$ cat config.mk
export PLATFORM = sky130hd
export DESIGN_NAME = alth_fifo
export DESIGN_NICKNAME = d
export VERILOG_FILES = /design/src/hdl/alth_pkg.sv /design/src/hdl/alth_fifo.sv
export SDC_FILE = /design/constraint.sdc
export NUM_CORES = 1
export LEC_CHECK = 0
export ABC_AREA = 1
export BUFFER_PORTS_ARGS = -buffer_cell sky130_fd_sc_hd__buf_2
export CAP_MARGIN = 20
export CORE_MARGIN = 3
export CORE_UTILIZATION = 44
export CTS_CLUSTER_SIZE = 25
export DETAILED_ROUTE_END_ITERATION = 7
export HOLD_SLACK_MARGIN = 0.08
export PLACE_DENSITY = 0.71
export SYNTH_ARGS = -nofsm -noshare
export SYNTH_HDL_FRONTEND = slang
export SYNTH_SLANG_ARGS = --single-unit
export TNS_END_PERCENT = 1
$ cat constraint.sdc
create_clock -name clk -period 1.24 [get_ports clk]
set_input_delay 0.372 -clock clk [delete_from_list [all_inputs] [get_ports clk]]
set_output_delay 0.372 -clock clk [all_outputs]
set_load 0.02 [all_outputs]
$ cat src/hdl/alth_pkg.sv
package alth_pkg;

    localparam int TABLE_ENTRIES_DEF = 4096;
    localparam int SIZE_BITS_DEF     = 48;
    localparam int ADDR_W            = 64;
    localparam int IN_SIZE_W         = 48;
    localparam int SLOT_W            = 12;
    localparam int LIVE_W            = 13;
    localparam int TOTAL_W           = 64;
    localparam int HASH_STAGES       = 4;
    localparam int Q_DEPTH           = 2;

    localparam logic CMD_RECORD  = 1'b0;
    localparam logic CMD_RELEASE = 1'b1;

    typedef enum logic [1:0] {
        ST_OK      = 2'd0,
        ST_FULL    = 2'd1,
        ST_NULL    = 2'd2,
        ST_UNKNOWN = 2'd3
    } status_t;

    typedef struct packed {
        logic                 cmd;
        logic [ADDR_W-1:0]    address;
        logic [IN_SIZE_W-1:0] alloc_size;
    } req_t;

    typedef struct packed {
        status_t              status;
        logic [SLOT_W-1:0]    slot_index;
        logic [IN_SIZE_W-1:0] released_size;
        logic [TOTAL_W-1:0]   total_bytes;
        logic [LIVE_W-1:0]    live_count;
    } rsp_t;

    typedef enum logic [1:0] {
        F_IDLE,
        F_HASH,
        F_PUSH
    } front_state_t;

    typedef enum logic [2:0] {
        B_CLEAR,
        B_IDLE,
        B_PROBE,
        B_SHIFT,
        B_SHASH,
        B_FINISH,
        B_EMIT
    } back_state_t;

    // two of the eight integer-hash steps per pipeline stage
    function automatic logic [63:0] wang_stage(input logic [63:0] h, input logic [1:0] s);
        logic [63:0] t;
        t = h;
        unique case (s)
            2'd0:
            begin
                t = t + ~(t << 32);
                t = t ^ (t >> 22);
            end
            2'd1:
            begin
                t = t + ~(t << 13);
                t = t ^ (t >> 8);
            end
            2'd2:
            begin
                t = t + (t << 3);
                t = t ^ (t >> 15);
            end
            2'd3:
            begin
                t = t + ~(t << 27);
                t = t ^ (t >> 31);
            end
            default:
            begin
                t = h;
            end
        endcase
        return t;
    endfunction

endpackage

$ cat src/hdl/alth_fifo.sv
module alth_fifo
    import alth_pkg::*;
#(
    parameter int WIDTH = 8,
    parameter int DEPTH = Q_DEPTH
)
(
    input  logic             clk,
    input  logic             rst_n,
    input  logic             push,
    input  logic [WIDTH-1:0] wdata,
    output logic             full,
    input  logic             pop,
    output logic [WIDTH-1:0] rdata,
    output logic             empty
);

    localparam int PW = (DEPTH > 1) ? $clog2(DEPTH) : 1;
    localparam int CW = $clog2(DEPTH + 1);
    localparam logic [CW-1:0] DEPTH_C = CW'(DEPTH);

    logic [WIDTH-1:0] mem_reg [DEPTH];
    logic [PW-1:0]    wr_ptr_reg;
    logic [PW-1:0]    rd_ptr_reg;
    logic [CW-1:0]    cnt_reg;
    logic             do_push;
    logic             do_pop;

    assign full    = (cnt_reg == DEPTH_C);
    assign empty   = (cnt_reg == '0);
    assign do_push = push && !full;
    assign do_pop  = pop && !empty;
    assign rdata   = mem_reg[rd_ptr_reg];

    always_ff @(posedge clk)
    begin
        if (do_push)
        begin
            mem_reg[wr_ptr_reg] <= wdata;
        end
    end

    always_ff @(posedge clk or negedge rst_n)
    begin
        if (!rst_n)
        begin
            wr_ptr_reg <= '0;
            rd_ptr_reg <= '0;
            cnt_reg    <= '0;
        end
        else
        begin
            if (do_push)
            begin
                wr_ptr_reg <= (wr_ptr_reg == PW'(DEPTH - 1)) ? '0 : wr_ptr_reg + 1'b1;
            end
            if (do_pop)
            begin
                rd_ptr_reg <= (rd_ptr_reg == PW'(DEPTH - 1)) ? '0 : rd_ptr_reg + 1'b1;
            end
            if (do_push && !do_pop)
            begin
                cnt_reg <= cnt_reg + 1'b1;
            end
            else if (do_pop && !do_push)
            begin
                cnt_reg <= cnt_reg - 1'b1;
            end
        end
    end

endmodule

Word level (Yosys, flattened, before mapping)
Memories as Yosys holds them, arrays and structs flattened.
Index checks and enable logic that the tools add are counted.
- $add $sub $neg: 4
- equality and inequality tests: 1
- mux-type cells: 6
- reduce and logical (&&, ||, !) cells: 10
- operators by type and width (kind ; number):
    logical AND 1 bit ; 4
    logical NOT 1 bit ; 4
    2-to-1 mux 1 bit ; 4
    2-to-1 mux 2 bit ; 2
    adder 1 bit (second input constant) ; 2
    adder 2 x 1 -> 2 bit (second input constant) ; 1
    == test 2 bit (second input constant) ; 1
    logical NOT 2 bit ; 1
    nonzero test 2 bit ; 1
    subtractor 2 x 1 -> 2 bit (second input constant) ; 1
- flip-flop bits (word level): 4
- memory bits (writable): 16
- memories: 1
- memories (name ; depth ; bits a word ; read ports ; clocked after Yosys merged registers in ; write ports ; RTL line ; RTL):
    mem_reg ; 2 ; 8 ; 1 ; 0 ; 1 ; alth_fifo.sv:22 ; logic [WIDTH-1:0] mem_reg [DEPTH];

Logic depth before layout (Yosys ltp)
- depth after elaboration: 7
- gate-level depth with buffers: 9
- gate-level depth less buffers: 9

Worst setup path before layout
OpenSTA, ideal clock, no wires.
- path kind: flip-flop to flip-flop
- from: register cnt_reg[0]
- to: register cnt_reg[1]
- library setup time: 0.117 ns
- data arrival time: 1.282 ns
- data required time: 1.123 ns
- slack: -0.159 ns
- cell stages (with the launch flop): 8
- buffers on the path: 0
- clock period less this slack: 1.399 ns
- path through: dfrtp_1 nor2_2 nor2_2 ha_1 inv_1 nand3_1 nand2_1 nand2_1
- word-level cells in the longest chain between the ends: 6
- elaborated cells between the ends (all ways): 15
- ends and longest elaborated chain (element ; RTL line ; RTL):
    from (decl) ; alth_fifo.sv:25 ; logic [CW-1:0] cnt_reg;
    from (signal assigned) ; alth_fifo.sv:63 ; cnt_reg <= cnt_reg + 1'b1;
    from (signal assigned) ; alth_fifo.sv:67 ; cnt_reg <= cnt_reg - 1'b1;
    == test 2 bit * ; alth_fifo.sv:29 ; assign full = (cnt_reg == DEPTH_C);
    net full ; alth_fifo.sv:12 ; output logic full,
    logical NOT 1 bit * ; alth_fifo.sv:31 ; assign do_push = push && !full;
    logical AND 1 bit * ; alth_fifo.sv:31 ;
    logical NOT 1 bit ; alth_fifo.sv:65 ; else if (do_pop && !do_push)
    logical AND 1 bit ; alth_fifo.sv:65 ;
    nonzero test 2 bit (no line) ; -- ;
Mark *: on every way through the listed nets, which the timed path passes. The rest lies on a longest branch. The select of a mux whose other input is x is not followed.
A chain may end at the register's enable or synchronous reset.

Worst setup path after layout
- from: register rd_ptr_reg
- to: output port rdata[4]
- word-level cells in the longest chain between the ends: 1
- ends and longest elaborated chain (element ; RTL line ; RTL):
    from (decl) ; alth_fifo.sv:24 ; logic [PW-1:0] rd_ptr_reg;
    from (signal assigned) ; alth_fifo.sv:59 ; rd_ptr_reg <= (rd_ptr_reg == PW'(DEPTH - 1)) ? '0 : rd_ptr_reg + 1'b1;
    memory (2 x 8 bit) ; -- ;
    to (decl) ; alth_fifo.sv:14 ; output logic [WIDTH-1:0] rdata,
No other way between the ends.

==> impl_metrics.env <==
export IMPL_netlist_area_sq_um=810
export IMPL_synth_area_leaders="edfxtp_1, nand2_1, dfrtp_1, inv_1, ha_1"
export IMPL_clock_sinks=20
export IMPL_drtIter0Drc=15
export IMPL_crit_path_end_kind="output pin"
export IMPL_numPortBuffers=21
export IMPL_synthArstFlopShare_pct=20.0
export IMPL_rsz0062_at_grt="yes"
export IMPL_via_count=608
export IMPL_synth_edf_count=16
export IMPL_ys_flop_type="edfxtp_1"
export IMPL_worst_slew_pin_slew_ns=0.169
export IMPL_largest_reg_flops=16
export IMPL_io_pins=22
export IMPL_synthMuxAreaShare_pct=0
export IMPL_startpoint_type="register"
export IMPL_antenna_found_initial=0
export IMPL_cts_buffers=3
export IMPL_syn_num_nets=86
export IMPL_post_place_ws_ns=-0.0983
export IMPL_synth_most_common_cell="nand2_1"
export IMPL_vias_per_cell=4.61
export IMPL_violations="setup timing"
export IMPL_worst_endpoint_required_ns=0.87
export IMPL_dieHeight_um=48.9
export IMPL_power_density_nw_per_um2=2610
export IMPL_dr_pass1_iters=3
export IMPL_seq_area_frac_synth_pct=71.7
export IMPL_drt_wl_total_mm=1.62
export IMPL_synthCells=73
export IMPL_slew_headroom_pct=88.6
export IMPL_max_freq_mhz=649
export IMPL_synth_seq_cells=20
export IMPL_setup_viol=19
export IMPL_dieWidth_um=48.9
export IMPL_ys_warn_count=0
export IMPL_cts_tree="done"
export IMPL_ctsRootBufferMaster="clkbuf_4"
export IMPL_wl_per_cell_um=12.3
export IMPL_synth_top_family_by_area="simple AND/OR/NAND/NOR gates"
export IMPL_grt_max_degree=13
export IMPL_grt_pass1_wl_mm=2.31
export IMPL_grt_remaining_overflow=0
export IMPL_htree_num_levels=1
export IMPL_postSynthAreaPerCell_sq_um=11.1
export IMPL_layout_drive_gt1_share_pct=52.8
export IMPL_areaGrowthSynthToFinish_pct=47.6
export IMPL_path_max_fanout=5
export IMPL_core_sq_um=1610
export IMPL_ys_top_cells_by_count="nand2_1, edfxtp_1, inv_1, dfrtp_1"
export IMPL_start_util_pct=50.2
export IMPL_synth_top_area_share_pct=59.4
export IMPL_synth_top_area_cell="edfxtp_1"
export IMPL_place_hpwl_mm=1.01
export IMPL_irDropWorstVdd_mv=1.67
export IMPL_synth_simple_area_share_pct=20.1
export IMPL_final_nets=122
export IMPL_outcome="finished with violations"
export IMPL_fin_worst_skew_ns=0.00287
export IMPL_synth_adder_area_share_pct=1.55
export IMPL_gp_congestion=0.676
export IMPL_groute_usage_overall_pct=13.2
export IMPL_max_cap_viol_count=0
export IMPL_drc=0
export IMPL_diodes=0
export IMPL_yosysUniqueCellTypes=14
export IMPL_utilization_pct=74.1
export IMPL_first_global_vias=520
export IMPL_worst_ep_arrival_time_ns=1.17
export IMPL_setup_ws_ns=-0.301
export IMPL_hold_viol_final=0
export IMPL_cts_buffer_depth=2
export IMPL_min_path_type="input pin to register"
export IMPL_num_rows=14
export IMPL_insertion_delay_ns=0.31
export IMPL_clk_pin_slew_ns=0.11
export IMPL_finalCritPeriodShare_pct=124
export IMPL_ant_nets=0
export IMPL_crit_type="register to output pin"
export IMPL_finalMaxSlewViolations=0
export IMPL_leakagePower_nw=0.548
export IMPL_period_needed_ns=1.54
export IMPL_fp_dieArea_sq_um=2390
export IMPL_yosys_area_share_xor_xnor_pct=1.08
export IMPL_synth_compound_area_share_pct=1.24
## through the flow
| step | area [sq um] | total power [mW] | hold slack (ns) | setup TNS (ns) | instances |
|---|---|---|---|---|---|
| after CTS | 1070 | 2.74 | 0.244 | -2.85 | 130 |
| after detailed placement | 1010 | 2.19 | 0.185 | -0.505 | 125 |
| final | 1190 | 3.12 | 0.239 | -2.90 | 132 |
| after global routing | 1190 | 3.31 | 0.239 | -3.90 | 132 |
| after global placement | 1010 | 2.17 | 0.182 | -0.159 | 125 |
| after floorplan | 817 | 1.73 | 0.0764 | -0.0916 | 73 |
## cells by family after synthesis
group | count (synthesis)
compound gates | 2
xor+xnor | 1
fa+ha+maj | 1
buf+inv | 9
flops | 20
simple gates | 40
## power by group
group	switching [mW]	leakage, nW	internal, mW
registers	0.126	0.195	0.941
clock network	0.209	0.0279	0.327
logic	0.818	0.326	0.704
## worst max-delay path, cell delays in order, from the launching register on
cell and delay, ns:
dfrtp_2 0.46, buf_6 0.15, nand2_2 0.06, nand2_2 0.06, buf_6 0.13
## repair_timing
item / in CTS / in global routing
pin swaps: 1 / 6
endpoints found under the setup margin: 27 / 28
hold endpoints to repair: 4 / 0
hold buffers: 1 / 0
resized for setup: 4 / 39
setup buffers: 0 / 1
cloned: 0 / 1
## routing by layer
metal	wire (um)	global-route usage, %
met1	697	17.7
met2	812	18.8
met3	64	2.45
met4	44	9.95
met5	0	0
## final timing paths
path                                 start            end  slack, ns  depth (start not counted)
worst max-delay path            rd_ptr_reg       rdata[4]      -0.30                          4
worst min-delay path              wdata[0]  mem_reg[1][0]       0.24                          1
worst max register to register  cnt_reg[1]     cnt_reg[1]      -0.09                          8
worst min register to register  wr_ptr_reg     wr_ptr_reg       0.53                          2
max in group asynchronous            rst_n     rd_ptr_reg       0.72                          2
min in group asynchronous            rst_n     cnt_reg[1]       0.39                          2
## cell usage in the layout (no fill, tap or decap), types with 2 or more instances in the layout
cell      Yosys  final
inv_1         7      5
dfrtp_2       0      2
clkbuf_4      0      3
buf_6         0     11
buf_4         0      7
nor2_2        2      2
nand2_1      33     20
dfrtp_1       4      2
inv_2         1      2
nand2_2       0     12
buf_2         1     13
edfxtp_1     16     16
## final cells by class
class,count,area [sq um]
repair buffers,32,251
flip-flops and latches,20,583
clock buffers,3,22.5
inverters,8,35.0
fillers,117,417
well taps,24,30.0
multi-input cells,44,243
clock inverters,1,30.0
No activity file was read; power rests on OpenSTA's default activity.
