**config.mk**
```make
export PLATFORM = sky130hd
export DESIGN_NAME = alth_front
export DESIGN_NICKNAME = d
export VERILOG_FILES = /design/src/hdl/alth_pkg.sv /design/src/hdl/alth_hash.sv /design/src/hdl/alth_front.sv
export SDC_FILE = /design/constraint.sdc
export NUM_CORES = 1
export LEC_CHECK = 0
export ABC_AREA = 0
export BUFFER_PORTS_ARGS = -buffer_cell sky130_fd_sc_hd__clkbuf_2
export CORE_MARGIN = 2
export CORE_UTILIZATION = 50
export CTS_CLUSTER_DIAMETER = 200
export DETAILED_ROUTE_END_ITERATION = 10
export GPL_TIMING_DRIVEN = 0
export PLACE_DENSITY = 0.71
export SYNTH_ARGS = -nofsm -noshare
export SYNTH_HDL_FRONTEND = slang
export SYNTH_SLANG_ARGS = --single-unit
```
**constraint.sdc**
```tcl
create_clock -name clk -period 11.7 [get_ports clk]
set_clock_uncertainty 0.05 [all_clocks]
set_input_delay 3.51 -clock clk [delete_from_list [all_inputs] [get_ports clk]]
set_output_delay 3.51 -clock clk [all_outputs]
set_load 0.01 [all_outputs]
```
**src/hdl/alth_pkg.sv**
```systemverilog
package alth_pkg;

    localparam int TABLE_ENTRIES_DEF = 4096;
    localparam int SIZE_BITS_DEF     = 48;
    localparam int ADDR_W            = 64;
    localparam int IN_SIZE_W         = 48;
    localparam int SLOT_W            = 12;
    localparam int LIVE_W            = 13;
    localparam int TOTAL_W           = 64;
    localparam int HASH_STAGES       = 4;
    localparam int Q_DEPTH           = 2;

    localparam logic CMD_RECORD  = 1'b0;
    localparam logic CMD_RELEASE = 1'b1;

    typedef enum logic [1:0] {
        ST_OK      = 2'd0,
        ST_FULL    = 2'd1,
        ST_NULL    = 2'd2,
        ST_UNKNOWN = 2'd3
    } status_t;

    typedef struct packed {
        logic                 cmd;
        logic [ADDR_W-1:0]    address;
        logic [IN_SIZE_W-1:0] alloc_size;
    } req_t;

    typedef struct packed {
        status_t              status;
        logic [SLOT_W-1:0]    slot_index;
        logic [IN_SIZE_W-1:0] released_size;
        logic [TOTAL_W-1:0]   total_bytes;
        logic [LIVE_W-1:0]    live_count;
    } rsp_t;

    typedef enum logic [1:0] {
        F_IDLE,
        F_HASH,
        F_PUSH
    } front_state_t;

    typedef enum logic [2:0] {
        B_CLEAR,
        B_IDLE,
        B_PROBE,
        B_SHIFT,
        B_SHASH,
        B_FINISH,
        B_EMIT
    } back_state_t;

    // two of the eight integer-hash steps per pipeline stage
    function automatic logic [63:0] wang_stage(input logic [63:0] h, input logic [1:0] s);
        logic [63:0] t;
        t = h;
        unique case (s)
            2'd0:
            begin
                t = t + ~(t << 32);
                t = t ^ (t >> 22);
            end
            2'd1:
            begin
                t = t + ~(t << 13);
                t = t ^ (t >> 8);
            end
            2'd2:
            begin
                t = t + (t << 3);
                t = t ^ (t >> 15);
            end
            2'd3:
            begin
                t = t + ~(t << 27);
                t = t ^ (t >> 31);
            end
            default:
            begin
                t = h;
            end
        endcase
        return t;
    endfunction

endpackage

```
**src/hdl/alth_hash.sv**
```systemverilog
module alth_hash
    import alth_pkg::*;
#(
    parameter int IDX_W = 12
)
(
    input  logic              clk,
    input  logic              rst_n,
    input  logic              in_valid,
    input  logic [ADDR_W-1:0] key,
    output logic              out_valid,
    output logic [IDX_W-1:0]  home
);

    logic [63:0] h_reg [HASH_STAGES];
    logic        v_reg [HASH_STAGES];

    always_ff @(posedge clk)
    begin
        h_reg[0] <= wang_stage(key, 2'd0);
        for (int s = 1; s < HASH_STAGES; s++)
        begin
            h_reg[s] <= wang_stage(h_reg[s-1], 2'(s));
        end
    end

    always_ff @(posedge clk or negedge rst_n)
    begin
        if (!rst_n)
        begin
            for (int s = 0; s < HASH_STAGES; s++)
            begin
                v_reg[s] <= 1'b0;
            end
        end
        else
        begin
            v_reg[0] <= in_valid;
            for (int s = 1; s < HASH_STAGES; s++)
            begin
                v_reg[s] <= v_reg[s-1];
            end
        end
    end

    assign out_valid = v_reg[HASH_STAGES-1];
    assign home      = h_reg[HASH_STAGES-1][IDX_W-1:0];

endmodule

```
**src/hdl/alth_front.sv**
```systemverilog
module alth_front
    import alth_pkg::*;
#(
    parameter int IDX_W = 12
)
(
    input  logic                        clk,
    input  logic                        rst_n,
    input  logic                        hold,
    input  logic                        push,
    input  req_t                        req,
    output logic                        full,
    output logic                        mid_push,
    output logic [IDX_W+$bits(req_t)-1:0] mid_data,
    input  logic                        mid_full
);

    front_state_t     state_reg;
    front_state_t     state_next;
    req_t             req_reg;
    logic [IDX_W-1:0] home_reg;
    logic             accept;
    logic             h_valid;
    logic [IDX_W-1:0] h_home;

    assign accept = push && !full;

    alth_hash #(.IDX_W(IDX_W)) u_hash
    (
        .clk      (clk),
        .rst_n    (rst_n),
        .in_valid (accept),
        .key      (req.address),
        .out_valid(h_valid),
        .home     (h_home)
    );

    always_comb
    begin
        state_next = state_reg;
        unique case (state_reg)
            F_IDLE:  if (accept)    state_next = F_HASH;
            F_HASH:  if (h_valid)   state_next = F_PUSH;
            F_PUSH:  if (!mid_full) state_next = F_IDLE;
            default: state_next = F_IDLE;
        endcase
    end

    always_comb
    begin
        full     = (state_reg != F_IDLE) || hold;
        mid_push = (state_reg == F_PUSH) && !mid_full;
        mid_data = {home_reg, req_reg};
    end

    always_ff @(posedge clk)
    begin
        if (accept)
        begin
            req_reg <= req;
        end
        if (state_reg == F_HASH && h_valid)
        begin
            home_reg <= h_home;
        end
    end

    always_ff @(posedge clk or negedge rst_n)
    begin
        if (!rst_n)
        begin
            state_reg <= F_IDLE;
        end
        else
        begin
            state_reg <= state_next;
        end
    end

endmodule

```
## Word level (Yosys, flattened, before mapping)

Memories as Yosys holds them, arrays and structs flattened. A register that Yosys moved wholly into a read port is not among the register bits.
Index checks and enable logic that the tools add are counted.
Widths: inputs -> output; s select.

- Word-level logic and storage cells: 38
- Memories kept: 1
- RAM bits: 256
- Bits in registers: 119

- Add/sub/neg operators: 4
- Reduce and logical (&&, ||, !) cells: 9
- Equal/unequal tests: 5
- Multiplexer cells: 4
- Bitwise operators: 7

Memory list:

| memory | depth | bits a word | rd ports | clocked after Yosys merged registers in | wr ports | line | source |
|---|---|---|---|---|---|---|---|
| u_hash.h_reg | 4 | 64 | 4 | 1 | 4 | alth_hash.sv:15 | `logic [63:0] h_reg [HASH_STAGES];` |

Operators by type and width:

| kind | count |
|---|---|
| $add 64x64->64 | 4 |
| $not 64->64 | 3 |
| $xor 64x33->64 | 1 |
| $xor 64x42->64 | 1 |
| $xor 64x49->64 | 1 |
| $xor 64x56->64 | 1 |
| $mux 2 | 3 |
| $pmux 2 s3 | 1 |
| $ne 2x1->1 const B | 2 |
| $logic_and 1x1->1 | 3 |
| $reduce_and 3->1 | 1 |
| $eq 2x1->1 const B | 1 |
| $eq 2x2->1 const B | 1 |
| $logic_not 1->1 | 2 |
| $logic_not 2->1 | 1 |
| $ne 2x2->1 const B | 1 |
| $reduce_bool 2->1 | 1 |
| $logic_or 1x1->1 | 1 |

## Depth between registers and ports, before layout

- Depth after elaboration: 6
- Depth in mapped cells: 13
- Mapped depth without buffers: 13

## Modules after synthesis

From an unflattened synthesis, not the netlist that was laid out.

- Cells, all modules: 1988
- Area, all modules: 19044.5 um^2

Modules (own cells, without submodules):

| module | area an instance (um^2) | cells an instance | instances |
|---|---|---|---|
| alth_hash | 15177.1 | 1852 | 1 |
| alth_front | 3867.5 | 136 | 1 |

## Worst setup path after synthesis

OpenSTA, ideal clock, no wires.

- Kind: input to register
- Start: input port hold
- End: register u_hash.v_reg[3] (netlist bit)
- Arrival: 8654 ps
- Slack: 2371 ps
- Stages on the path: 2
- Required time: 11026 ps
- Cells stage by stage: or3_1 -> nor2_1

- Word-level cells in the longest chain between the ends: 3

Ends and longest elaborated chain:

| element | line | source |
|---|---|---|
| from (decl) | alth_front.sv:9 | `input logic hold,` |
| $logic_or 1x1->1 | alth_front.sv:51 | `full = (state_reg != F_IDLE) \|\| hold;` |
| $logic_not 1->1 | alth_front.sv:26 | `assign accept = push && !full;` |
| $logic_and 1x1->1 | alth_front.sv:26 |  |
| via accept | alth_front.sv:22 | `logic accept;` |
| to (signal, indexed assignment) | alth_hash.sv:41 | `v_reg[s] <= v_reg[s-1];` |
| to (decl) | alth_hash.sv:16 | `logic v_reg [HASH_STAGES];` |

The timed path passes the listed nets, and every way through them passes these cells.
A chain may end at the register's enable or synchronous reset.

## Final worst setup path

- Start: input port hold
- End: output port full

- Word-level cells in the longest chain between the ends: 1

Ends and longest elaborated chain:

| element | line | source |
|---|---|---|
| $logic_or 1x1->1 | alth_front.sv:51 |  |
| to (decl) | alth_front.sv:12 | `output logic full,` |

No other way between the ends.

==> qor.yml <==
outcome: "finished clean"
criticalPathCategory: "in -> out"
p_clk_frac: 0.132
grt-busiest-layer: "met2"
root_buffer: "clkbuf_16"
postSynthAreaPerCell_um2: 9.634
synth_area_um2: 18970
crit_arrival_ns: 4.14
min_period_ns: 7.698
ys_async_sr_fraction: 0.01948
fin_util: 0.5877
p_switching_mw: 3.616
yosys.area.top_type: "edfxtp_1"
vdd_drop_max_mv: 0.1598
initial_utilization: 0.5060
grt_start_max_net_pins: 39
slew_headroom: 0.3163
io_pins: 245
holdCritPathClass: "reg -> reg"
drc: 0
cts_tree: "yes"
ys_types: 77
ys_ff_latch: 308
dp_cells: 2728
synth_top_area_frac: 0.1979
end_kind: "output port"
die_h_um: 198.8
hold_viol: 0
startpoint_type: "input pin"
cts_resized: 0
grt_pass1_wl_um: 82390
drv_slew: 0
grt_overflow: 0
swShare: 0.4500
ant_nets: 0
synthCells: 1969
clkLatencyLatePin_ns: 0.55
finalNonFillerCells: 2791
cts.sinks: 308
cp.required_ns: 8.14
grt_pass1_vias: 15440
synth_ff_type: "dfxtp_1"
rsz0062_at_grt: "no"
clk_pin_slew_ns: 0.05
use_met2: 0.4724
nNetsFinal: 2526
area_delta_synth_final_pct: 16.15
cp_max_fo: 3
fp.coreArea_um2: 37490
yosysWarningCount: 0
p_seq_frac: 0.220
clockBufferDepth: 3
cts_buffers: 35
dp_hpwl_um: 43790
use_met3: 0.05036
met1_usage: 0.3177
post_drt_via_cell_ratio: 5.588
drv_cap: 0
finalCritPeriodShare: 0.6579
largest_reg_flops: 177
synth_edf_count: 125
fin_area_um2: 22030
clock.fmax_mhz: 129.9
wire_per_inst_um: 19.04
htreeDepth: 2
syn_nets: 2241
internal_power_mw: 4.419
antenna_found_initial: 1
comb_power_share: 0.648
drt_iter0_markers: 1044
drive_above_1_share: 0.1452
dr.pass1.iters: 6
leakage_nw: 9.754
setup_viol: 0
drt_wl_total_um: 53150
place_area_um2: 20910
post_cts_buffers: 0
gp_congestion: 0.9681
ys_seq_area_frac: 0.3926
tns_ns: 0
dieArea_um2: 39510
vias: 15600
power.density_nw_per_um2: 364.7
postCtsHoldBufs: 0
port-buffer-count: 244
synth_area_leaders: "edfxtp_1 20%, dfxtp_1 19%, xnor2_1 12%, ha_1 10%, a21o_1 4.5%"
fp.dieW_um: 198.8
tightest_slew_ns: 1.013
rows: 71
grtUsageTotal: 0.2705
[power groups by stage]
stage / clock [mW] / sequential (mW) / combinational, mW
global placement: 0 / 1.80 / 5.09
floorplan: 0 / 1.73 / 3.99
finish: 1.06 / 1.77 / 5.21
CTS: 1.08 / 1.78 / 5.20
global route: 1.12 / 1.80 / 5.76
detailed placement: 0 / 1.80 / 5.17
[synth_stat cells (8+ instances only)]
library cell    n
xnor2_1       255
dfxtp_1       177
a21oi_1       153
ha_1          153
inv_1         129
edfxtp_1      125
a21o_1        114
nand2_1       112
nor2_1         95
xor2_1         93
o21ai_0        79
clkbuf_1       60
nand4_1        46
nor3_1         37
nand3_1        30
a31oi_1        23
o21bai_1       22
and3_1         20
nor4_1         19
and2_1         13
a211oi_1       11
mux2i_1        11
nand2b_1       11
nor3b_1        10
o21a_1         10
o31ai_1        10
or3_1          10
and4_1          9
nor2b_1         8
[layout by cell type, fill, tap and decap left out, types with 7 or more instances in the layout]
master / Yosys / layout
a211oi_1: 11 / 11
a21o_1: 114 / 114
a21oi_1: 153 / 153
a31oi_1: 23 / 23
and2_1: 13 / 13
and3_1: 20 / 20
and4_1: 9 / 9
clkbuf_1: 60 / 65
clkbuf_16: 0 / 38
clkbuf_2: 0 / 244
clkinv_2: 0 / 8
dfxtp_1: 177 / 177
edfxtp_1: 125 / 125
ha_1: 153 / 153
inv_1: 129 / 129
mux2i_1: 11 / 11
nand2_1: 112 / 112
nand2b_1: 11 / 11
nand3_1: 30 / 30
nand4_1: 46 / 46
nor2_1: 95 / 94
nor2b_1: 8 / 8
nor3_1: 37 / 37
nor3b_1: 10 / 9
nor4_1: 19 / 19
o21a_1: 10 / 10
o21ai_0: 79 / 79
o21bai_1: 22 / 22
o31ai_1: 10 / 10
or2_2: 7 / 7
or3_1: 10 / 10
xnor2_1: 255 / 255
xor2_1: 93 / 93
[worst max-delay path: stages]
cell	delay, ns
clkbuf_2	0.09
or3_1	0.38
clkbuf_2	0.16
[final cells by class]
| class | instances | area [um2] |
|---|---|---|
| fillers | 3316 | 15460 |
| multi-input cells | 1471 | 10820 |
| flip-flops and latches | 308 | 7447 |
| repair buffers | 248 | 1292 |
| clock buffers | 45 | 997.2 |
| well taps | 511 | 639.4 |
| inverters | 129 | 484.2 |
| plain buffers | 61 | 229.0 |
| clock inverters | 17 | 118.9 |
| diodes | 1 | 2.502 |
[per-stage QoR]
stage	power (mW)	hold WS [ns]	setup WS, ns
floorplan	5.723	0.2812	2.371
global placement	6.893	0.2844	0.7114
detailed placement	6.968	0.2887	4.003
CTS	8.058	0.3008	4.002
global route	8.679	0.3031	3.982
finish	8.035	0.2974	4.002
[final timing paths]
kind | slack (ns) | from | cells after the start | to
max in group asynchronous | 8.71 | rst_n | 1 | u_hash.out_valid$_DFF_PN0_
worst max register to register | 7.61 | u_hash.h_reg[1][0]$_DFF_P_ | 13 | u_hash.h_reg[2][41]$_DFF_P_
worst max-delay path | 4.00 | hold | 3 | full
worst min register to register | 0.30 | u_hash.v_reg[1]$_DFF_PN0_ | 0 | u_hash.out_valid$_DFF_PN0_
worst min-delay path | 0.30 | u_hash.v_reg[1]$_DFF_PN0_ | 0 | u_hash.out_valid$_DFF_PN0_
min in group asynchronous | 2.72 | rst_n | 1 | state_reg[1]$_DFFE_PN0P_
[layer usage]
layer  part of all wire  wire [um]
met2               0.48      25670
met3              0.058       3083
met5                  0          0
met1               0.41      21700
met4              0.051       2694
[cell families after synthesis]
group | Yosys count | synth area share
AND/OR/NAND/NOR | 443 | 0.1195
buffers and inverters | 190 | 0.03760
XOR/XNOR | 352 | 0.1654
multiplexers | 12 | 0.006398
flip-flops | 308 | 0.3926
adder cells (fa/ha/maj) | 154 | 0.1020
AO/OA/AOI/OAI | 510 | 0.1765
No activity file was read; power rests on OpenSTA's default activity.
